===== src/rtl/frame_time_capture_stats_top_assert.svh =====
// Assertion macros for the frame time capture monitor.
`ifndef FRAME_TIME_CAPTURE_STATS_TOP_ASSERT_SVH
`define FRAME_TIME_CAPTURE_STATS_TOP_ASSERT_SVH

// Check an implication that holds at every clock edge outside reset.
`define FTCS_ASSERT(lbl, prop, msg) \
  lbl: assert property (@(posedge clk_i) disable iff (!rst_ni) prop) else $error(msg);

// Check that a condition is followed by another in the next cycle.
`define FTCS_ASSERT_NEXT(lbl, pre, post, msg) \
  lbl: assert property (@(posedge clk_i) disable iff (!rst_ni) (pre) |=> (post)) \
    else $error(msg);

`endif


===== src/rtl/ftcs_pkg.sv =====
// Shared types and constants of the frame time capture monitor.
package ftcs_pkg;

  localparam int unsigned MaxSamples = 1024;
  localparam int unsigned AddrW      = $clog2(MaxSamples);
  localparam int unsigned CntW       = AddrW + 1;
  localparam int unsigned FrameW     = 24;
  localparam int unsigned TimeW      = 32;
  localparam int unsigned SumW       = FrameW + AddrW;
  localparam int unsigned DivSteps   = SumW;
  localparam int unsigned DivCntW    = $clog2(DivSteps + 1);
  localparam int unsigned BitW       = $clog2(FrameW);
  // rank = ceil(0.95 n) - 1 = (19 n + 19) / 20 - 1, divide by 20 via reciprocal
  localparam int unsigned RankXW     = $clog2(19 * MaxSamples + 20);
  localparam int unsigned RankShift  = 24;
  localparam int unsigned RankRecip  = 838861;
  localparam int unsigned RankProdW  = RankShift + CntW;

  typedef enum logic [1:0] {
    PH_IDLE = 2'd0,
    PH_WARM = 2'd1,
    PH_CAPT = 2'd2,
    PH_DONE = 2'd3
  } phase_e;

  typedef enum logic [1:0] {
    CMD_TICK  = 2'd0,
    CMD_START = 2'd1,
    CMD_RESET = 2'd2
  } cmd_e;

  typedef enum logic [1:0] {
    REG_WARMUP  = 2'd0,
    REG_CAPTURE = 2'd1
  } reg_e;

  typedef enum logic [2:0] {
    S_IDLE,
    S_EXEC,
    S_RANK,
    S_SCAN,
    S_BIT,
    S_DIV,
    S_RESP
  } state_e;

  typedef struct packed {
    logic take;
    logic exec;
    logic rank;
    logic scan_init;
    logic scan;
    logic bit_step;
    logic div_init;
    logic div_step;
    logic commit;
    logic load_out;
  } ctrl_cmd_t;

  typedef struct packed {
    logic finish;
    logic pass_done;
    logic bit_last;
    logic div_done;
  } dp_stat_t;

endpackage


===== src/rtl/ftcs_ctrl.sv =====
// Sequencer of the frame time capture monitor: handshakes and summary passes.
module ftcs_ctrl (
  input  logic                 clk_i,
  input  logic                 rst_ni,
  input  logic                 in_valid_i,
  output logic                 in_ready_o,
  output logic                 out_valid_o,
  input  logic                 out_ready_i,
  input  ftcs_pkg::dp_stat_t   stat_i,
  output ftcs_pkg::ctrl_cmd_t  cmd_o
);

  ftcs_pkg::state_e state_q, state_d;
  logic             out_valid_q, out_valid_d;
  logic             out_free;

  assign out_free    = !out_valid_q || out_ready_i;
  assign in_ready_o  = (state_q == ftcs_pkg::S_IDLE);
  assign out_valid_o = out_valid_q;

  always_comb begin
    state_d = state_q;
    case (state_q)
      ftcs_pkg::S_IDLE: begin
        if (in_valid_i) state_d = ftcs_pkg::S_EXEC;
      end
      ftcs_pkg::S_EXEC: begin
        state_d = stat_i.finish ? ftcs_pkg::S_RANK : ftcs_pkg::S_RESP;
      end
      ftcs_pkg::S_RANK: state_d = ftcs_pkg::S_SCAN;
      ftcs_pkg::S_SCAN: begin
        if (stat_i.pass_done) state_d = ftcs_pkg::S_BIT;
      end
      ftcs_pkg::S_BIT: begin
        state_d = stat_i.bit_last ? ftcs_pkg::S_DIV : ftcs_pkg::S_SCAN;
      end
      ftcs_pkg::S_DIV: begin
        if (stat_i.div_done) state_d = ftcs_pkg::S_RESP;
      end
      ftcs_pkg::S_RESP: begin
        if (out_free) state_d = ftcs_pkg::S_IDLE;
      end
      default: state_d = ftcs_pkg::S_IDLE;
    endcase
  end

  always_comb begin
    cmd_o = '0;
    case (state_q)
      ftcs_pkg::S_IDLE: cmd_o.take = in_valid_i;
      ftcs_pkg::S_EXEC: cmd_o.exec = 1'b1;
      ftcs_pkg::S_RANK: begin
        cmd_o.rank      = 1'b1;
        cmd_o.scan_init = 1'b1;
      end
      ftcs_pkg::S_SCAN: cmd_o.scan = 1'b1;
      ftcs_pkg::S_BIT: begin
        cmd_o.bit_step  = 1'b1;
        cmd_o.scan_init = !stat_i.bit_last;
        cmd_o.div_init  = stat_i.bit_last;
      end
      ftcs_pkg::S_DIV: begin
        cmd_o.div_step = !stat_i.div_done;
        cmd_o.commit   = stat_i.div_done;
      end
      ftcs_pkg::S_RESP: cmd_o.load_out = out_free;
      default: cmd_o = '0;
    endcase
  end

  always_comb begin
    out_valid_d = out_valid_q;
    if (out_ready_i) out_valid_d = 1'b0;
    if (cmd_o.load_out) out_valid_d = 1'b1;
  end

  always_ff @(posedge clk_i or negedge rst_ni) begin
    if (!rst_ni) begin
      state_q     <= ftcs_pkg::S_IDLE;
      out_valid_q <= 1'b0;
    end else begin
      state_q     <= state_d;
      out_valid_q <= out_valid_d;
    end
  end

endmodule


===== config.mk =====
export PLATFORM = sky130hd
export DESIGN_NAME = ftcs_ctrl
export DESIGN_NICKNAME = d
export VERILOG_FILES = /design/src/rtl/frame_time_capture_stats_top_assert.svh /design/src/rtl/ftcs_pkg.sv /design/src/rtl/ftcs_ctrl.sv
export SDC_FILE = /design/constraint.sdc
export NUM_CORES = 1
export LEC_CHECK = 0
export ABC_AREA = 1
export BUFFER_PORTS_ARGS = -buffer_cell sky130_fd_sc_hd__buf_4
export CORE_AREA = 8 8 45 47
export CTS_BUF_LIST = sky130_fd_sc_hd__clkbuf_4
export DETAILED_ROUTE_END_ITERATION = 12
export DIE_AREA = 0 0 53 55
export SYNTH_ARGS = -nofsm -noshare
export SYNTH_HDL_FRONTEND = slang
export SYNTH_SLANG_ARGS = --single-unit

===== constraint.sdc =====
create_clock -name clk_i -period 1.2 [get_ports clk_i]
set_input_delay 0.18 -clock clk_i [delete_from_list [all_inputs] [get_ports clk_i]]
set_output_delay 0.18 -clock clk_i [all_outputs]
set_load 0.03 [all_outputs]

Word-level counts from Yosys, hierarchy flattened. Index checks and enable logic that the tools add are counted.

Equality and inequality tests: 10. Multiplexer cells: 17. Reductions and logical operators: 7.

Operator list (count): 3-bit case mux with 7 select lines (1); 3-bit 2-to-1 mux (6); 3-bit == test (second input constant) (3); 2-bit != test (second input constant) (4); 1-bit 2-to-1 mux (7); 3-bit by 2-bit == test with 1-bit output (second input constant) (2); 2-bit 2-to-1 mux (2); 4-bit AND reduction (1); 3-bit by 1-bit == test with 1-bit output (second input constant) (1); 1-bit logical NOT (3); 3-bit logical NOT (1); 1-bit case mux with 2 select lines (1); 2-bit nonzero test (1); 1-bit logical OR (1).

Flip-flop bits (word level): 4. Input bits: 8. Output and inout bits: 12. Logic and storage cells: 36.

Depth between registers and ports, before layout. Gate-level depths: netlist (run 1).

Depth in word-level cells: 4. Depth in mapped cells: 8. Gate-level depth less buffers: 7.

Worst setup path after synthesis (run 1). No wires, ideal clock.

Path type: reg2out. Start point: reg state_q[0]. End point: out cmd_o[9] (netlist name). Arrival: 1331 ps. Data required time: 1020 ps. Slack: -311 ps. Cell stages (with the launch flop): 5. Path buffers: 1. Cells stage by stage: dfrtp_1 -> buf_6 -> nor2_8 -> inv_1 -> nor3_1.

RTL lines: start, declared (RTL line ftcs_ctrl.sv:13) `ftcs_pkg::state_e state_q, state_d;`; start signal, assigned (RTL line ftcs_ctrl.sv:79) `state_q <= ftcs_pkg::S_IDLE;`; start signal, assigned (RTL line ftcs_ctrl.sv:82) `state_q <= state_d;`; end, declared (RTL line ftcs_ctrl.sv:10) `output ftcs_pkg::ctrl_cmd_t cmd_o`.

==> out/qor.txt, run 1 <==
status -> complete, but fails checks
failing checks -> setup timing
Worst Tran Pin Value -> 0.232 ns
Overflow after GRT -> 0
final setup vio count -> 14
Largest delay share family, worst path -> flip-flops
via count -> 471
f_max -> 707 MHz
Comb power frac -> 73.6%
Leakage -> 0.413 nW
ANT nets after route -> 0
vias in the first global route -> 474
Num CTS Buffers -> 3
clock share of power -> 7.8%
Yosys reg bits -> 4
PD cells -> 2750 nW/um^2
worst ir drop on vdd -> 1.04 mV
CP peak stage delay -> 0.48 ns
Total Wirelength -> 1.19 mm
Area Overhead vs Synth -> 71.4%
core box area -> 1380 um^2
worst skew pair latency -> 0.23 ns
top-area cell type share of the netlist area -> 22.7%
CTS Sinks -> 4
setup ws final -> -0.214 ns
WS Path Type -> register to output port
Clock Path Buffers -> 2
Initial Util -> 31.9%
Rel. slew slack -> 84.6%
CTS tree -> done
P_sw -> 1.05 mW
DP HPWL -> 875 um
htree depth -> 1
fin nets -> 102
Final Max Slew Viols -> 0
layout cell share with drive strength beyond 1 -> 66.3%
syn_area_per_cell -> 7.12 um^2
Sequential Power Share -> 18.6%
HP Start -> out_ready_i
hold depth -> 2
number of I/O pins -> 20
1st-pass router iterations -> 4
Synth area leader -> dfrtp_1
initial antenna violation count -> 0
first-pass GRT wire length -> 1.95 mm
Req. time, crit path -> 1.02 ns
critical path capture point type -> output port
Ys Warns -> 0
final std cells w/o fill -> 108
most common library cells after synthesis -> inv_1, nand2_1, nor2_1, nand2_2
Die Area -> 2920 um^2
Worst Hold Class -> primary input to register
Worst Path Arrival -> 1.23 ns
Synth async-reset ratio -> 100%
row count -> 14
R2R setup slack -> -0.08 ns
routed vias/inst -> 4.36
Worst R2R Start -> state_q[0]$_DFFE_PN0P_
Die H -> 55 um
internal power -> 1.03 mW
Post-synth top flop -> dfrtp_1
Critical Path, Cell by Cell -> buf_6 -> nand2_4 -> inv_4 -> nand2_2 -> nand2_2 -> buf_6
RSZ-0062 raised after global routing -> yes
Hold Path End -> out_valid_o$_DFFE_PN0P_
Final Skew -> 0.00468 ns
Post-Syn Area -> 442 um^2
Yosys cell types -> 21
Remaining DRCs -> 0
endpoints failing hold -> 0
routed len/inst -> 11.1 um
cell total after placement -> 96
ant diodes -> 0
reg2reg path depth -> 6
worst hold slack -> 0.150 ns
Post-synth EDFFs -> 0
cell with the most instances after synthesis -> inv_1
R2R Path End -> state_q[2]$_DFFE_PN0P_
Period minus WS final -> 1.41 ns
Tcrit/Tclk final -> 118%
final non-filler cell area -> 757 um^2
synth top area cells -> dfrtp_1, inv_1, nand2_2
Total GRT Usage -> 8.70%
switching portion of total power -> 50.5%
Critical Path Source Type -> register
Die W -> 53 um
Buf/Inv on CP -> 3
Placer Congestion -> 0.811
DR iter-0 viols -> 6
MaxCap Viol Count -> 0
Util after Layout -> 54.7%
sequential fraction of the synthesis area -> 22.7%
Syn Inst Count -> 62
Post-Syn Nets -> 70
clock root buffer -> clkbuf_4
IO buf count -> 19
pin count of the biggest net entering global routing -> 9
CP max stage cell -> dfrtp_2
Placement Cell Area -> 603 um^2
critical-path maximum fanout -> 7
clock slew at reported path FFs -> 0.04 ns
-- cells in the final DEF, fill, tap and decap left out, types with 2 or more instances in the layout --
cell type,instances
nor2_1,4
buf_6,10
nand2_4,2
dfrtp_2,3
clkbuf_4,3
nand2_1,7
inv_1,10
inv_4,3
nor2_2,5
nand2_2,6
buf_4,20
nand3_1,3
nor2_4,3
o21ai_1,2
-- metrics by stage --
| stage | setup WS, ns | setup TNS [ns] | total power, mW |
|---|---|---|---|
| after floorplan | -0.0650 | -0.111 | 1.31 |
| after CTS | -0.220 | -2.02 | 1.96 |
| after global placement | -0.0732 | -0.364 | 1.59 |
| final | -0.214 | -2.07 | 2.08 |
| after global routing | -0.279 | -3.11 | 2.24 |
| after detailed placement | -0.111 | -0.592 | 1.60 |
-- power groups by stage --
stage / sequential [mW] / clock (mW) / combinational [mW]
after floorplan: 0.260 / 0 / 1.05
after global placement: 0.376 / 0 / 1.21
after detailed placement: 0.384 / 0 / 1.22
after CTS: 0.382 / 0.171 / 1.41
after global routing: 0.401 / 0.189 / 1.65
final: 0.388 / 0.163 / 1.53
-- repair_timing --
| item | CTS | global route |
|---|---|---|
| endpoints found under the hold margin | 4 | 0 |
| resized for setup | 10 | 10 |
| pin swaps | 3 | 5 |
| hold buffers | 1 | 0 |
| endpoints found under the setup margin | 14 | 14 |
| buffers inserted | 5 | 3 |
-- kinds of logic after synthesis --
| logic type | synth area share (%) |
|---|---|
| DFF | 22.7 |
| and+or+nand+nor | 46.2 |
| buffers and inverters | 22.4 |
| AOI/OAI and AO/OA | 8.78 |
-- registers in the layout, indices dropped and copies added (netlist names) --
register,cells
out_valid_o,1
state_q,3
-- worst reg2reg max path: stages (launching register included) --
cell and delay, ns:
dfrtp_2 0.48, buf_4 0.17, buf_4 0.13, nand3_1 0.10
o21ai_1 0.08, nor2_1 0.14, o21bai_2 0.06
-- area by class of cell --
type                            instances  area, um^2
Tap cell                               16        20.0
Fill cell                             136         627
Timing Repair Buffer                   31         273
Sequential cell                         4         104
Multi-Input combinational cell         40         278
Inverter                               14        60.1
Clock buffer                            3        22.5
-- worst max path at each step --
stage                                       from  endpoint  cells after the start
after floorplan           state_q[0]$_DFFE_PN0P_  cmd_o[9]                      4
after global placement    state_q[0]$_DFFE_PN0P_  cmd_o[6]                      6
final                     state_q[2]$_DFFE_PN0P_  cmd_o[6]                      6
after global routing      state_q[0]$_DFFE_PN0P_  cmd_o[1]                      5
after CTS                 state_q[1]$_DFFE_PN0P_  cmd_o[6]                      6
after detailed placement  state_q[0]$_DFFE_PN0P_  cmd_o[6]                      6
-- routing by layer --
layer / up-vias / part of all wire, % / GRT usage, %
met5: - / 0 / 0
met4: 0 / 0 / 0
met3: 0 / 5.0 / 4.28
met2: 12 / 56 / 15.6
met1: 216 / 39 / 9.60
li1: 243 / - / -
No activity file was read; power rests on OpenSTA's default activity.
==> run 2, diff against run 1 <==
--- a/config.mk
+++ b/config.mk
@@ -8,9 +8,10 @@
 export ABC_AREA = 1
 export BUFFER_PORTS_ARGS = -buffer_cell sky130_fd_sc_hd__buf_4
 export CORE_AREA = 8 8 45 47
-export CTS_BUF_LIST = sky130_fd_sc_hd__clkbuf_4
+export CTS_BUF_LIST = sky130_fd_sc_hd__clkbuf_8
 export DETAILED_ROUTE_END_ITERATION = 12
 export DIE_AREA = 0 0 53 55
+export REMOVE_ABC_BUFFERS = 1
 export SYNTH_ARGS = -nofsm -noshare
 export SYNTH_HDL_FRONTEND = slang
 export SYNTH_SLANG_ARGS = --single-unit
==> run 2 against run 1 <==
Against the previous run:
- highest routed layer is now met4
- final area is 2.1% lower
- sequential power decreased by 3%
- clock skew shrank 0.00097 ns
- the flow still finishes with violations (setup timing)
- clock power increased by 74%
- routed wire length is 5.1% lower
- first-iteration DRC count rose by 67%
- die area unchanged
==> out/qor.txt, run 2 (synthesis gave the netlist of run 1 again) <==
first-pass GRT wire length -> 1.74 mm (-11%)
IO buf count -> 19 (unchanged)
1st-pass router iterations -> 4 (unchanged)
hold depth -> 2 (unchanged)
layout cell share with drive strength beyond 1 -> 62.0% (-4.3 points)
CP max stage cell -> dfrtp_2
failing checks -> setup timing
Total GRT Usage -> 8.38% (-0.32 points)
Critical Path, Cell by Cell -> nor2_8 -> nand2_4 -> inv_2 -> nand2_2 -> nand2_2 -> buf_6
Period minus WS final -> 1.41 ns (-0.00451 ns)
CP peak stage delay -> 0.48 ns (about the same)
Initial Util -> 31.9% (unchanged)
Die H -> 55 um (unchanged)
Worst R2R Start -> state_q[1]$_DFFE_PN0P_
Placer Congestion -> 0.770 (-5.0%)
row count -> 14 (unchanged)
Area Overhead vs Synth -> 67.7%
Critical Path Source Type -> register
HP Start -> out_ready_i
htree depth -> 1 (unchanged)
Rel. slew slack -> 85.7% (+1.1 points)
commonest non-fill, non-tap cells in the layout -> buf_4, inv_1, nor2_1, nand2_1
DR iter-0 viols -> 10 (+4)
Req. time, crit path -> 1.02 ns (about the same)
Die Area -> 2920 um^2 (unchanged)
RSZ-0062 raised after global routing -> yes
status -> complete, but fails checks
clock slew at reported path FFs -> 0.03 ns (about the same)
final std cells w/o fill -> 108 (unchanged)
vias in the first global route -> 445 (-6.1%)
pin count of the biggest net entering global routing -> 9 (unchanged)
cell total after placement -> 98 (+2.1%)
routed len/inst -> 10.5 um (-5.1%)
routed vias/inst -> 4.35 (-0.21%)
R2R Path End -> state_q[1]$_DFFE_PN0P_
Num CTS Buffers -> 3 (unchanged)
Sequential Power Share -> 17.9% (-0.7 points)
Worst Tran Pin Value -> 0.214 ns (-0.0172 ns)
initial antenna violation count -> 0 (unchanged)
fin nets -> 102 (unchanged)
reg2reg path depth -> 9 (+3)
ant diodes -> 0 (unchanged)
Remaining DRCs -> 0 (unchanged)
Worst Hold Class -> primary input to register
Hold Path End -> out_valid_o$_DFFE_PN0P_
Clock Path Buffers -> 2 (unchanged)
switching portion of total power -> 48.8% (-1.8 points)
Overflow after GRT -> 0 (unchanged)
number of I/O pins -> 20 (unchanged)
Tot Pwr -> 2.09 mW (+0.49%)
critical path capture point type -> output port
via count -> 470 (-0.21%)
P_sw -> 1.02 mW (-3.0%)
worst skew pair latency -> 0.22 ns (about the same)
final setup vio count -> 13 (-1)
Leakage -> 0.419 nW (+1.6%)
R2R setup slack -> -0.10 ns (-0.02 ns)
worst ir drop on vdd -> 1.14 mV (+10%)
CTS tree -> done
ANT nets after route -> 0 (unchanged)
Top cell by count, worst path -> nand2_2
f_max -> 710 MHz (+0.32%)
Worst Path Arrival -> 1.23 ns (about the same)
setup ws final -> -0.209 ns (+0.00451 ns)
critical-path maximum fanout -> 7 (unchanged)
Tcrit/Tclk final -> 117% (-0.38 points)
Die W -> 53 um (unchanged)
CTS Sinks -> 4 (unchanged)
clock root buffer -> clkbuf_8
WS Path Type -> register to output port
MaxCap Viol Count -> 0 (unchanged)
Comb power frac -> 68.6% (-5.0 points)
core box area -> 1380 um^2 (unchanged)
Final Skew -> 0.00371 ns (-0.000973 ns)
Total Wirelength -> 1.13 mm (-5.1%)
Largest Register -> state_q
most common cell after layout, fill and taps aside -> buf_4
DP HPWL -> 843 um (-3.6%)
endpoints failing hold -> 0 (unchanged)
Final Max Slew Viols -> 0 (unchanged)
clock share of power -> 13.5% (+5.7 points)
max FFs per register -> 3 (unchanged)
PD cells -> 2830 nW/um^2 (+2.7%)
internal power -> 1.07 mW (+4.1%)
==> run 2: worst max-delay path: cells and delay by family, from the launching register on <==
family        cells  cell delay, ns
buf+inv           2            0.19
flops             1            0.48
simple gates      4            0.34
==> run 2: power by group through the flow <==
| stage | Combinational [mW] | Sequential [mW] | Clock, mW |
|---|---|---|---|
| 2_1_floorplan | 0.754 | 0.399 | 0 |
| 3_3_place_gp | 1.20 | 0.383 | 0 |
| 3_5_place_dp | 1.20 | 0.383 | 0 |
| 4_1_cts | 1.37 | 0.375 | 0.299 |
| 5_1_grt | 1.55 | 0.392 | 0.310 |
| 6_report | 1.44 | 0.376 | 0.283 |
==> run 2: final cells by class <==
type	count	area, um^2
clock buffer	3	41.3
inverter	14	57.6
fill	123	643
tap	16	20.0
multi-input combinational	40	260
timing repair buffer	31	258
sequential	4	104
==> run 2: metal layers <==
layer	part of all wire (%)	vias to the layer above	track usage [%]	wire length [um]
met5	0	-	0	0
met4	1.3	0	9.48	15
met3	3.3	2	2.94	37
met2	58	7	14.6	652
met1	38	216	6.88	427
li1	-	245	-	-
==> run 2: worst max-delay path by stage <==
stage | start | depth (start not counted) | end | slack (ns)
after floorplan | state_q[0]$_DFFE_PN0P_ | 3 | cmd_o[9] | -0.38
after global placement | state_q[0]$_DFFE_PN0P_ | 6 | cmd_o[6] | -0.08
after detailed placement | state_q[0]$_DFFE_PN0P_ | 6 | state_q[0]$_DFFE_PN0P_ | -0.09
after CTS | state_q[0]$_DFFE_PN0P_ | 6 | cmd_o[6] | -0.21
after global routing | state_q[1]$_DFFE_PN0P_ | 6 | cmd_o[6] | -0.27
final | state_q[1]$_DFFE_PN0P_ | 6 | cmd_o[6] | -0.21
==> run 2: what timing repair did <==
item	4_1_cts	5_1_grt
setup buffers	4	2
hold endpoints to repair	4	0
hold buffers	1	0
resized for setup	11	3
pin swaps	0	1
endpoints found under the setup margin	14	14
==> run 2: metrics by stage <==
stage	utilization (%)	TNS [ns]	worst slack, ns	cell area (um^2)	hold WS [ns]
3_3_place_gp	43.4	-0.455	-0.0801	601	-0.0240
4_1_cts	51.5	-1.79	-0.208	713	0.179
5_1_grt	53.5	-2.78	-0.273	741	0.198
2_1_floorplan	-	-1.50	-0.378	400	-0.116
6_report	53.5	-1.88	-0.209	741	0.177
3_5_place_dp	43.4	-0.569	-0.0948	601	-0.0233
